`config.mk`:
```
export PLATFORM = sky130hd
export DESIGN_NAME = centered_moving_average_skip_missing
export DESIGN_NICKNAME = d
export VERILOG_FILES = /design/src/rtl/cmasm_pkg.sv /design/src/rtl/cmasm_window_mem.sv /design/src/rtl/cmasm_divider.sv /design/src/rtl/centered_moving_average_skip_missing.sv
export VERILOG_INCLUDE_DIRS = /design/src /design/src/rtl
export SDC_FILE = /design/constraint.sdc
export NUM_CORES = 1
export LEC_CHECK = 0
export ABC_CLOCK_PERIOD_IN_PS = 5220
export BUFFER_PORTS_ARGS = -buffer_cell sky130_fd_sc_hd__buf_4
export CAP_MARGIN = 20
export CORE_MARGIN = 5
export CORE_UTILIZATION = 55
export CTS_CLUSTER_DIAMETER = 30
export DETAILED_ROUTE_END_ITERATION = 10
export GPL_TIMING_DRIVEN = 0
export PLACE_DENSITY = 0.78
export SYNTH_ARGS = -nofsm -noshare
export SYNTH_HDL_FRONTEND = slang
export SYNTH_SLANG_ARGS = --single-unit
```
`constraint.sdc`:
```
create_clock -name clk -period 5.22 [get_ports clk]
set_input_delay 0.783 -clock clk [delete_from_list [all_inputs] [get_ports clk]]
set_output_delay 0.783 -clock clk [all_outputs]
set_load 0.02 [all_outputs]
```
`src/rtl/centered_moving_average_skip_missing_defines.svh`:
```
// Assertion macros for the centred moving average block.
// Used by the top level only; the bodies are empty under SYNTHESIS.
`ifndef CENTERED_MOVING_AVERAGE_SKIP_MISSING_DEFINES_SVH
`define CENTERED_MOVING_AVERAGE_SKIP_MISSING_DEFINES_SVH

`ifndef SYNTHESIS

`define CMASM_ASSERT_IMPL(label, cond, prop) \
    label: assert property (@(posedge clk) disable iff (!rst_n) (cond) |-> (prop)) \
        else $error("cmasm: same-cycle check failed");

`define CMASM_ASSERT_NEXT(label, cond, prop) \
    label: assert property (@(posedge clk) disable iff (!rst_n) (cond) |=> (prop)) \
        else $error("cmasm: next-cycle check failed");

`else

`define CMASM_ASSERT_IMPL(label, cond, prop)

`define CMASM_ASSERT_NEXT(label, cond, prop)

`endif

`endif

```
`src/rtl/cmasm_pkg.sv`:
```
// Shared constants and types of the centred moving average block.
// No dependencies; used by every module of the block.
package cmasm_pkg;

    localparam int SAMPLE_BITS_DEF = 32;
    localparam int MAX_RADIUS      = 15;
    localparam int RADIUS_W        = 4;
    localparam int ADDR_W          = 5;
    localparam int RING_DEPTH      = 32;
    localparam int CNT_W           = 5;

    localparam logic [RADIUS_W-1:0] RADIUS_RESET = 4'd2;
    localparam logic [RADIUS_W-1:0] RADIUS_CAP   =
        RADIUS_W'((MAX_RADIUS < 15) ? MAX_RADIUS : 15);
    localparam logic [ADDR_W-1:0]   FILL_MAX     = 5'd31;

    typedef enum logic [2:0] {
        ST_IDLE,
        ST_START,
        ST_SCAN,
        ST_DRAIN,
        ST_DECIDE,
        ST_DIV,
        ST_OUT
    } state_t;

    typedef struct packed {
        logic              wr_en;
        logic [ADDR_W-1:0] wr_addr;
        logic              wr_present;
        logic [ADDR_W-1:0] rd_addr;
        logic              clear;
    } mem_ctrl_t;

    typedef struct packed {
        logic busy;
        logic done;
    } div_status_t;

endpackage

```
`src/rtl/cmasm_window_mem.sv`:
```
// Ring store of the sample window: value memory plus present flags.
// Depends on cmasm_pkg for the address width and control struct.
module cmasm_window_mem #(
    parameter int SAMPLE_BITS = cmasm_pkg::SAMPLE_BITS_DEF
) (
    input  logic                          clk,
    input  logic                          rst_n,
    input  cmasm_pkg::mem_ctrl_t          ctrl,
    input  logic signed [SAMPLE_BITS-1:0] wr_value,
    output logic signed [SAMPLE_BITS-1:0] rd_value,
    output logic                          rd_present
);

    logic signed [SAMPLE_BITS-1:0]         value_mem [cmasm_pkg::RING_DEPTH];
    logic [cmasm_pkg::RING_DEPTH-1:0]      present_reg;
    logic signed [SAMPLE_BITS-1:0]         rd_value_reg;
    logic                                  rd_present_reg;

    always_ff @(posedge clk)
    begin
        if (ctrl.wr_en)
        begin
            value_mem[ctrl.wr_addr] <= wr_value;
        end
        rd_value_reg <= value_mem[ctrl.rd_addr];
    end

    always_ff @(posedge clk or negedge rst_n)
    begin
        if (!rst_n)
        begin
            present_reg    <= '0;
            rd_present_reg <= 1'b0;
        end
        else
        begin
            if (ctrl.clear)
            begin
                present_reg <= '0;
            end
            else if (ctrl.wr_en)
            begin
                present_reg[ctrl.wr_addr] <= ctrl.wr_present;
            end
            rd_present_reg <= present_reg[ctrl.rd_addr];
        end
    end

    assign rd_value   = rd_value_reg;
    assign rd_present = rd_present_reg;

endmodule

```
`src/rtl/cmasm_divider.sv`:
```
// Serial signed divider, one quotient bit per cycle, truncating toward zero.
// Depends on cmasm_pkg for the status struct.
module cmasm_divider #(
    parameter int SUM_W = cmasm_pkg::SAMPLE_BITS_DEF + 5,
    parameter int DEN_W = cmasm_pkg::CNT_W
) (
    input  logic                    clk,
    input  logic                    rst_n,
    input  logic                    start,
    input  logic signed [SUM_W-1:0] dividend,
    input  logic [DEN_W-1:0]        divisor,
    output logic signed [SUM_W-1:0] quotient,
    output cmasm_pkg::div_status_t  status
);

    localparam int STEP_W = $clog2(SUM_W + 1);

    logic [SUM_W-1:0]  mag_reg;
    logic [DEN_W-1:0]  rem_reg;
    logic [DEN_W-1:0]  den_reg;
    logic              neg_reg;
    logic [STEP_W-1:0] step_reg;
    logic              done_reg;
    logic [DEN_W:0]    trial;
    logic              qbit;
    logic [DEN_W:0]    trial_sub;

    assign trial     = {rem_reg, mag_reg[SUM_W-1]};
    assign qbit      = (trial >= {1'b0, den_reg});
    assign trial_sub = trial - {1'b0, den_reg};

    always_ff @(posedge clk)
    begin
        if (start)
        begin
            neg_reg <= dividend[SUM_W-1];
            mag_reg <= dividend[SUM_W-1] ? (~dividend + SUM_W'(1)) : dividend;
            rem_reg <= '0;
            den_reg <= divisor;
        end
        else if (step_reg != '0)
        begin
            mag_reg <= {mag_reg[SUM_W-2:0], qbit};
            rem_reg <= qbit ? trial_sub[DEN_W-1:0] : trial[DEN_W-1:0];
        end
    end

    always_ff @(posedge clk or negedge rst_n)
    begin
        if (!rst_n)
        begin
            step_reg <= '0;
            done_reg <= 1'b0;
        end
        else
        begin
            done_reg <= 1'b0;
            if (start)
            begin
                step_reg <= STEP_W'(SUM_W);
            end
            else if (step_reg != '0)
            begin
                step_reg <= step_reg - STEP_W'(1);
                done_reg <= (step_reg == STEP_W'(1));
            end
        end
    end

    assign quotient    = neg_reg ? (~mag_reg + SUM_W'(1)) : mag_reg;
    assign status.busy = (step_reg != '0);
    assign status.done = done_reg;

endmodule

```
`src/rtl/centered_moving_average_skip_missing.sv`:
```
// Centred moving average over a sample series, missing samples skipped.
// Depends on cmasm_pkg, cmasm_window_mem, cmasm_divider and the defines header.
//
// One sample is taken while the block is idle; it then produces zero or more
// results one after another and takes no sample until the last has been taken.
// Each result scans its window one ring entry per cycle (2r+1 entries at most)
// and, when two or more samples are present, runs the one-bit-per-cycle divider
// over the SAMPLE_BITS+5 bit sum. The default radius is 2, and a series end
// adds up to r more results.
`include "centered_moving_average_skip_missing_defines.svh"

module centered_moving_average_skip_missing #(
    parameter int SAMPLE_BITS = cmasm_pkg::SAMPLE_BITS_DEF
) (
    input  logic                                  clk,
    input  logic                                  rst_n,
    input  logic                                  cfg_write_en,
    input  logic [cmasm_pkg::RADIUS_W-1:0]        window_radius,
    input  logic                                  in_valid,
    output logic                                  in_stall,
    input  logic signed [SAMPLE_BITS-1:0]         sample_value,
    input  logic                                  sample_present,
    input  logic                                  series_end,
    output logic                                  out_valid,
    input  logic                                  out_stall,
    output logic signed [SAMPLE_BITS-1:0]         average_value,
    output logic                                  average_present,
    output logic                                  final_result
);

    localparam int SUM_W = SAMPLE_BITS + 5;
    localparam int AW    = cmasm_pkg::ADDR_W;
    localparam int RW    = cmasm_pkg::RADIUS_W;
    localparam int CW    = cmasm_pkg::CNT_W;

    cmasm_pkg::state_t state_reg, state_next;

    logic [RW-1:0]                 radius_reg;
    logic [AW-1:0]                 slot_reg;
    logic [AW-1:0]                 fill_reg;
    logic [RW-1:0]                 r_reg;
    logic                          end_reg;
    logic                          norm_pend_reg;
    logic [RW-1:0]                 flush_cnt_reg;
    logic [RW-1:0]                 age_reg;
    logic                          last_reg;
    logic [AW-1:0]                 hi_reg;
    logic [AW-1:0]                 scan_reg;
    logic                          data_valid_reg;
    logic [AW-1:0]                 data_age_reg;
    logic signed [SUM_W-1:0]       sum_reg;
    logic [CW-1:0]                 count_reg;
    logic signed [SAMPLE_BITS-1:0] centre_val_reg;
    logic                          centre_pres_reg;
    logic signed [SAMPLE_BITS-1:0] average_value_reg;
    logic                          average_present_reg;
    logic                          final_result_reg;

    logic                          in_accept;
    logic [RW-1:0]                 r_use;
    logic [AW-1:0]                 fill_inc;
    logic                          emit_any;
    logic [RW-1:0]                 emit_age;
    logic                          emit_last;
    logic [AW-1:0]                 age_plus_r;
    logic [AW-1:0]                 fill_top;
    logic [AW-1:0]                 emit_hi;
    logic                          div_start;
    logic                          series_clear;

    cmasm_pkg::mem_ctrl_t          mem_ctrl;
    cmasm_pkg::div_status_t        div_status;
    logic signed [SAMPLE_BITS-1:0] rd_value;
    logic                          rd_present;
    logic signed [SUM_W-1:0]       quotient;

    assign in_accept = in_valid && (state_reg == cmasm_pkg::ST_IDLE);
    assign r_use     = (radius_reg > cmasm_pkg::RADIUS_CAP) ? cmasm_pkg::RADIUS_CAP
                                                            : radius_reg;
    assign fill_inc  = (fill_reg == cmasm_pkg::FILL_MAX) ? fill_reg
                                                         : fill_reg + AW'(1);

    // pick the next result: the regular one first, then the flush results
    always_comb
    begin
        emit_any  = 1'b1;
        emit_age  = r_reg;
        emit_last = end_reg && (r_reg == '0);
        if (!norm_pend_reg)
        begin
            emit_age  = flush_cnt_reg - RW'(1);
            emit_last = (flush_cnt_reg == RW'(1));
            emit_any  = (flush_cnt_reg != '0);
        end
    end

    assign age_plus_r   = {1'b0, emit_age} + {1'b0, r_reg};
    assign fill_top     = fill_reg - AW'(1);
    assign emit_hi      = (age_plus_r > fill_top) ? fill_top : age_plus_r;
    assign series_clear = (state_reg == cmasm_pkg::ST_START) && !emit_any && end_reg;
    assign div_start    = (state_reg == cmasm_pkg::ST_DECIDE) && (count_reg > CW'(1));

    always_comb
    begin
        mem_ctrl.wr_en      = in_accept;
        mem_ctrl.wr_addr    = slot_reg;
        mem_ctrl.wr_present = sample_present;
        mem_ctrl.rd_addr    = slot_reg - AW'(1) - scan_reg;
        mem_ctrl.clear      = series_clear;
    end

    cmasm_window_mem #(
        .SAMPLE_BITS (SAMPLE_BITS)
    ) u_window_mem (
        .clk        (clk),
        .rst_n      (rst_n),
        .ctrl       (mem_ctrl),
        .wr_value   (sample_value),
        .rd_value   (rd_value),
        .rd_present (rd_present)
    );

    cmasm_divider #(
        .SUM_W (SUM_W),
        .DEN_W (CW)
    ) u_divider (
        .clk      (clk),
        .rst_n    (rst_n),
        .start    (div_start),
        .dividend (sum_reg),
        .divisor  (count_reg),
        .quotient (quotient),
        .status   (div_status)
    );

    always_ff @(posedge clk or negedge rst_n)
    begin
        if (!rst_n)
        begin
            state_reg <= cmasm_pkg::ST_IDLE;
        end
        else
        begin
            state_reg <= state_next;
        end
    end

    always_comb
    begin
        state_next = state_reg;
        unique case (state_reg)
            cmasm_pkg::ST_IDLE:
            begin
                if (in_valid)
                begin
                    state_next = cmasm_pkg::ST_START;
                end
            end
            cmasm_pkg::ST_START:
            begin
                state_next = emit_any ? cmasm_pkg::ST_SCAN : cmasm_pkg::ST_IDLE;
            end
            cmasm_pkg::ST_SCAN:
            begin
                if (scan_reg == hi_reg)
                begin
                    state_next = cmasm_pkg::ST_DRAIN;
                end
            end
            cmasm_pkg::ST_DRAIN:
            begin
                state_next = cmasm_pkg::ST_DECIDE;
            end
            cmasm_pkg::ST_DECIDE:
            begin
                state_next = div_start ? cmasm_pkg::ST_DIV : cmasm_pkg::ST_OUT;
            end
            cmasm_pkg::ST_DIV:
            begin
                if (div_status.done)
                begin
                    state_next = cmasm_pkg::ST_OUT;
                end
            end
            cmasm_pkg::ST_OUT:
            begin
                if (!out_stall)
                begin
                    state_next = cmasm_pkg::ST_START;
                end
            end
            default:
            begin
                state_next = cmasm_pkg::ST_IDLE;
            end
        endcase
    end

    // series bookkeeping and accumulator
    always_ff @(posedge clk or negedge rst_n)
    begin
        if (!rst_n)
        begin
            radius_reg     <= cmasm_pkg::RADIUS_RESET;
            slot_reg       <= '0;
            fill_reg       <= '0;
            norm_pend_reg  <= 1'b0;
            flush_cnt_reg  <= '0;
            end_reg        <= 1'b0;
            data_valid_reg <= 1'b0;
            sum_reg        <= '0;
            count_reg      <= '0;
        end
        else
        begin
            if (cfg_write_en)
            begin
                radius_reg <= window_radius;
            end
            data_valid_reg <= (state_reg == cmasm_pkg::ST_SCAN);
            if (in_accept)
            begin
                slot_reg      <= slot_reg + AW'(1);
                fill_reg      <= fill_inc;
                end_reg       <= series_end;
                norm_pend_reg <= (fill_inc > {1'b0, r_use});
                if (!series_end)
                begin
                    flush_cnt_reg <= '0;
                end
                else if (fill_inc < {1'b0, r_use})
                begin
                    flush_cnt_reg <= fill_inc[RW-1:0];
                end
                else
                begin
                    flush_cnt_reg <= r_use;
                end
            end
            if (state_reg == cmasm_pkg::ST_START)
            begin
                sum_reg   <= '0;
                count_reg <= '0;
                if (norm_pend_reg)
                begin
                    norm_pend_reg <= 1'b0;
                end
                else if (flush_cnt_reg != '0)
                begin
                    flush_cnt_reg <= flush_cnt_reg - RW'(1);
                end
                if (series_clear)
                begin
                    slot_reg <= '0;
                    fill_reg <= '0;
                end
            end
            else if (data_valid_reg && rd_present)
            begin
                sum_reg   <= sum_reg + {{(SUM_W-SAMPLE_BITS){rd_value[SAMPLE_BITS-1]}},
                                        rd_value};
                count_reg <= count_reg + CW'(1);
            end
        end
    end

    always_ff @(posedge clk)
    begin
        if (in_accept)
        begin
            r_reg <= r_use;
        end
        if (state_reg == cmasm_pkg::ST_START)
        begin
            age_reg  <= emit_age;
            last_reg <= emit_last;
            hi_reg   <= emit_hi;
            scan_reg <= '0;
        end
        else if (state_reg == cmasm_pkg::ST_SCAN)
        begin
            scan_reg <= scan_reg + AW'(1);
        end
        data_age_reg <= scan_reg;
        if (data_valid_reg && (data_age_reg == {1'b0, age_reg}))
        begin
            centre_val_reg  <= rd_present ? rd_value : '0;
            centre_pres_reg <= rd_present;
        end
        if ((state_reg == cmasm_pkg::ST_DECIDE) && !div_start)
        begin
            average_value_reg   <= centre_val_reg;
            average_present_reg <= centre_pres_reg;
            final_result_reg    <= last_reg;
        end
        else if ((state_reg == cmasm_pkg::ST_DIV) && div_status.done)
        begin
            average_value_reg   <= quotient[SAMPLE_BITS-1:0];
            average_present_reg <= 1'b1;
            final_result_reg    <= last_reg;
        end
    end

    assign in_stall        = (state_reg != cmasm_pkg::ST_IDLE);
    assign out_valid       = (state_reg == cmasm_pkg::ST_OUT);
    assign average_value   = average_value_reg;
    assign average_present = average_present_reg;
    assign final_result    = final_result_reg;

    `CMASM_ASSERT_IMPL(a_out_blocks_in, out_valid, in_stall)
    `CMASM_ASSERT_NEXT(a_div_to_out, (state_reg == cmasm_pkg::ST_DIV) && div_status.done, out_valid)
    `CMASM_ASSERT_IMPL(a_count_in_window, state_reg == cmasm_pkg::ST_DECIDE, count_reg <= hi_reg + AW'(1))

endmodule
```
### Word-level counts from Yosys, hierarchy flattened

Memories as Yosys holds them, arrays and structs flattened. A register that Yosys moved wholly into a read port is not among the register bits.
Cells that the tools add are included.

* memories kept: 1
* memory bits (writable): 1024
* register bits after elaboration: 245
* word-level logic and storage cells: 148

* add/subtract/negate cells: 14
* bitwise gates (word level): 2
* eq/ne operators: 15
* reductions and logical operators: 22
* $lt $le $gt $ge: 9
* mux-type cells: 56

Memories
* u_window_mem.value_mem: depth 32, width 32, rd ports 1, clocked after memory_dff 1, write ports 1, RTL line cmasm_window_mem.sv:14 `logic signed [SAMPLE_BITS-1:0] value_mem [cmasm_pkg::RING_DEPTH];`

Operator list (number)
* two-way mux 37 bit: 5
* two-way mux 32 bit: 5
* two-way mux 5 bit: 11
* adder 37 x 2 -> 37 bit (second input constant): 1
* adder 37 bit: 1
* NOT 37 bit: 1
* adder 32 x 1 -> 32 bit (second input constant): 1
* bitwise mux 32 bit: 1
* two-way mux 4 bit: 8
* NOT 32 bit: 1
* one-hot mux 3 bit (7 select lines): 1
* adder 5 x 1 -> 5 bit (second input constant): 4
* two-way mux 1 bit: 15
* < comparator 5 x 6 -> 1 bit (second input constant): 2
* two-way mux 3 bit: 4
* two-way mux 6 bit: 2
* logical AND 1 bit: 10
* subtractor 5 x 1 -> 5 bit (second input constant): 2
* subtractor 5 bit: 2
* equality test 3 bit (second input constant): 3
* nonzero test 2 bit: 4
* equality test 3 x 2 -> 1 bit (second input constant): 2
* equality test 6 x 1 -> 1 bit (second input constant): 1
* greater-or-equal comparator 6 x 5 -> 1 bit: 1
* other kinds (26): 30

### Depth between registers and ports, before layout

* depth after elaboration: 9
* depth in mapped cells: 16
* depth with buffers taken out: 15

### By module

A second synthesis with hierarchy kept.

* cells, all modules: 3866
* area total of the unflattened synthesis: 55784.8 sq um

Modules (own cells, without submodules)
* cmasm_window_mem: area each 42146.7 sq um, times used 1, cells each 2441
* centered_moving_average_skip_missing: area each 9101.2 sq um, times used 1, cells each 897
* cmasm_divider: area each 4536.9 sq um, times used 1, cells each 528

### Least setup slack after synthesis

OpenSTA, ideal clock, no wires.

* path type: flip-flop to flip-flop
* from: register count_reg[1]
* to: register average_present_reg, in the netlist average_present, enable pin
* path slack: 1351 ps
* stages on the path, launching flop included: 7
* required time: 4745 ps
* buffers on the path: 0
* period minus slack after synthesis: 3869 ps
* data arrival time: 3394 ps
* path through: dfrtp_1 inv_1 ha_1 o21ai_0 nor2_1 a21oi_1 nor3b_1

* cells in the longest elaborated chain, start to end: 5

RTL lines
* start, declared: RTL line centered_moving_average_skip_missing.sv:52 `logic [CW-1:0] count_reg;`
* start signal, assigned: RTL line centered_moving_average_skip_missing.sv:262 `count_reg <= count_reg + CW'(1);`
* greater-than comparator 5 x 1 -> 1 bit: RTL line centered_moving_average_skip_missing.sv:101 `assign div_start = (state_reg == cmasm_pkg::ST_DECIDE) && (count_reg > CW'(1));`
* logical AND 1 bit: RTL line centered_moving_average_skip_missing.sv:101
* zero test 1 bit: RTL line centered_moving_average_skip_missing.sv:290 `if ((state_reg == cmasm_pkg::ST_DECIDE) && !div_start)`
* logical AND 1 bit: RTL line centered_moving_average_skip_missing.sv:290
* nonzero test 2 bit (no line)
* end signal, assigned: RTL line centered_moving_average_skip_missing.sv:293 `average_present_reg <= centre_pres_reg;`
* end, declared: RTL line centered_moving_average_skip_missing.sv:56 `logic average_present_reg;`

Every way passes these cells.
A chain may end at the register's enable or synchronous reset.

### Worst setup path in the final report

* from: register slot_reg[0]
* to: register u_window_mem.rd_value_reg[12], in the netlist u_window_mem.rd_value[12], read port of u_window_mem.value_mem

* cells in the longest elaborated chain, start to end: 2

RTL lines
* start, declared: RTL line centered_moving_average_skip_missing.sv:39 `logic [AW-1:0] slot_reg;`
* start signal, assigned: RTL line centered_moving_average_skip_missing.sv:223 `slot_reg <= slot_reg + AW'(1);`
* subtractor 5 x 1 -> 5 bit: RTL line centered_moving_average_skip_missing.sv:108 `mem_ctrl.rd_addr = slot_reg - AW'(1) - scan_reg;`
* subtractor 5 bit: RTL line centered_moving_average_skip_missing.sv:108
* end, declared: RTL line cmasm_window_mem.sv:16 `logic signed [SAMPLE_BITS-1:0] rd_value_reg;`

Every way passes these cells.

==> reports/results.txt <==
starting density of the core -> 55.1%
final net count -> 3884
leading area contributor after synthesis -> edfxtp_1
leading post-synthesis cells by instance count -> 1148 x edfxtp_1, 508 x nand2_1, 264 x mux4_2
post-CTS resize count -> 0
DP HPWL -> 90700 µm
max-slew violation count -> 0
Starting DRT DRC Count -> 4933
async set or reset register ratio after synthesis -> 8.15%
top-count cell post-synth -> edfxtp_1
CTS H-Tree Depth -> 4
Mapped Nets -> 3543
Final Hold Fails -> 0
first-pass GRT wire length -> 227000 µm
initial antenna violation count -> 6
final hold slack -> 0.0761 ns
final period utilization -> 93.8%
drt first pass iters -> 9
Mean Syn Cell Area -> 15.8 µm²
status -> finished clean
final RePlAce weighted congestion -> 0.869
synthesized flop and latch total -> 1301
grt ovf -> 0
Fmax -> 204 MHz
top post-synthesis cells by area -> edfxtp_1 64%, mux4_2 11%, dfrtp_1 4.9%
sequential area share after synthesis -> 70.5%
Crit path arrival time -> 5.51 ns
largest net degree at the start of global routing -> 55
worst hold-check path type -> primary input to async pin
max reg flops -> 1024
TritonCTS clock tree -> done
WP data required -> 5.83 ns
setup bufs post-CTS -> 0
Critical Path Start Type -> flip-flop
worst-margin pin slew -> 1.18 ns
Max-slew headroom -> 21.0%
Residual DRC -> 0
Fillers -> 6113
share of the synthesized area in the top cell type -> 63.8%
WL per Instance -> 29.6 µm
CP Max Fanout -> 10
setup_tns -> 0 ns
vias in the first global route -> 35100
Hold Buf Count CTS -> 0
TritonCTS Buffers -> 208
final WL -> 155000 µm
die width -> 323 µm
clock skew -> 0.0519 ns
Vias -> 34400
Die H -> 323 µm
floorplan core area -> 98000 µm²
setup violators final -> 0
worst setup path category -> flip-flop to flip-flop
Longest Clk Path Bufs -> 3
Unique masters post-synth -> 69
CTS sink count -> 1301
Clk Latency, worst-skew pair -> 0.81 ns
antenna-violating nets left -> 0
Top FF cell, synth -> edfxtp_1
area delta synth->final -> 20.2%
Row Count -> 115
min Tclk post-route -> 4.89 ns
Ys Warns -> 0
die area -> 105000 µm²
cell area after synthesis -> 54000 µm²
layout cells sized above 1 -> 20.6%
Port-buffer cells -> 78
Post-synth EDFFs -> 1148
Clock transition at path regs -> 0.06 ns
Max-Cap Viols -> 0
vias per cell -> 6.57
Cells after Synth -> 3422
Critical Path Sink Type -> flip-flop
Boundary Pins -> 79
CTS Root Cell -> clkbuf_16
aggregate global-route resource usage -> 29.5%
RSZ-0062 raised after global routing -> false
[path summary, 6_finish.rpt]
kind,from,endpoint,slack [ns],depth (start not counted)
worst min-delay path,rst_n,fill_reg[2],0.08,1
worst max register to register,slot_reg[0],u_window_mem.rd_value[12],0.33,10
worst min register to register,scan_reg[3],data_age_reg[3],0.41,0
min in group clk,cfg_write_en,radius_reg[1],0.22,2
max in group asynchronous,rst_n,sum_reg[16],4.39,2
worst max-delay path,slot_reg[0],u_window_mem.rd_value[12],0.33,10
[cell usage in the layout, fill, tap and decap left out, types with 36 or more instances in the layout]
master and n:
inv_1 58, a21oi_1 122, mux4_2 264, clkbuf_1 154, buf_4 78, dfxtp_1 47, xnor2_1 39, nor2_1 90
nand2_1 507, edfxtp_1 1148, ha_1 74, clkbuf_16 213, dfrtp_1 105, nand3_1 190, o21ai_0 177, clkinv_2 37
and2_1 36, xor2_1 87, buf_1 45
[kinds of logic after synthesis]
logic type | after synthesis | share of synthesized area [%]
flops | 1301 | 70.5
simple gates | 986 | 8.16
compound gates | 421 | 4.59
mux | 277 | 11.2
buf+inv | 232 | 1.61
xor+xnor | 127 | 2.06
fa+ha+maj | 78 | 1.86
[area by class of cell]
| class | count | area [µm²] | share of cell area (%) |
|---|---|---|---|
| flip-flops and latches | 1301 | 38100 | 58.6 |
| multi-input cells | 1889 | 15300 | 23.6 |
| clock buffers | 251 | 5590 | 8.61 |
| clock inverters | 144 | 1880 | 2.90 |
| well taps | 1287 | 1610 | 2.48 |
| repair buffers | 131 | 1570 | 2.41 |
| plain buffers | 173 | 649 | 1.00 |
| inverters | 59 | 221 | 0.341 |
| diodes | 4 | 10.0 | 0.0154 |
[routing by layer]
layer,vias to the layer above,global-route usage [%],part of all wire (%)
li1,13900,-,-
met1,17200,36.0,34
met2,2766,49.6,49
met3,569,7.41,11
met4,4,14.8,5.8
met5,-,0,0.093
[worst max-delay path: stages (launching register included)]
cell      delay [ns]
dfrtp_1         0.46
ha_1            0.22
inv_1           0.06
fa_1            0.64
clkbuf_1        0.86
buf_1           0.84
mux4_2          0.39
nand2_1         0.06
nand3_1         0.19
nand2_1         0.13
o21ai_0         0.85
[stage by stage]
| stage | std cells | setup slack (ns) | area [µm²] | utilization [%] |
|---|---|---|---|---|
| final | 5239 | 0.325 | 64900 | 66.3 |
| after global routing | 5237 | 0.357 | 64900 | 66.3 |
| after CTS | 5223 | 0.537 | 64700 | 66.1 |
| after detailed placement | 4828 | 0.639 | 57300 | 58.4 |
| after global placement | 4787 | -0.472 | 56200 | 57.4 |
| after floorplan | 3422 | 1.35 | 54000 | - |
Power is left out: the tool's default activity adds up to more than one toggle a clock period on the data nets, which glitch-free logic cannot reach.
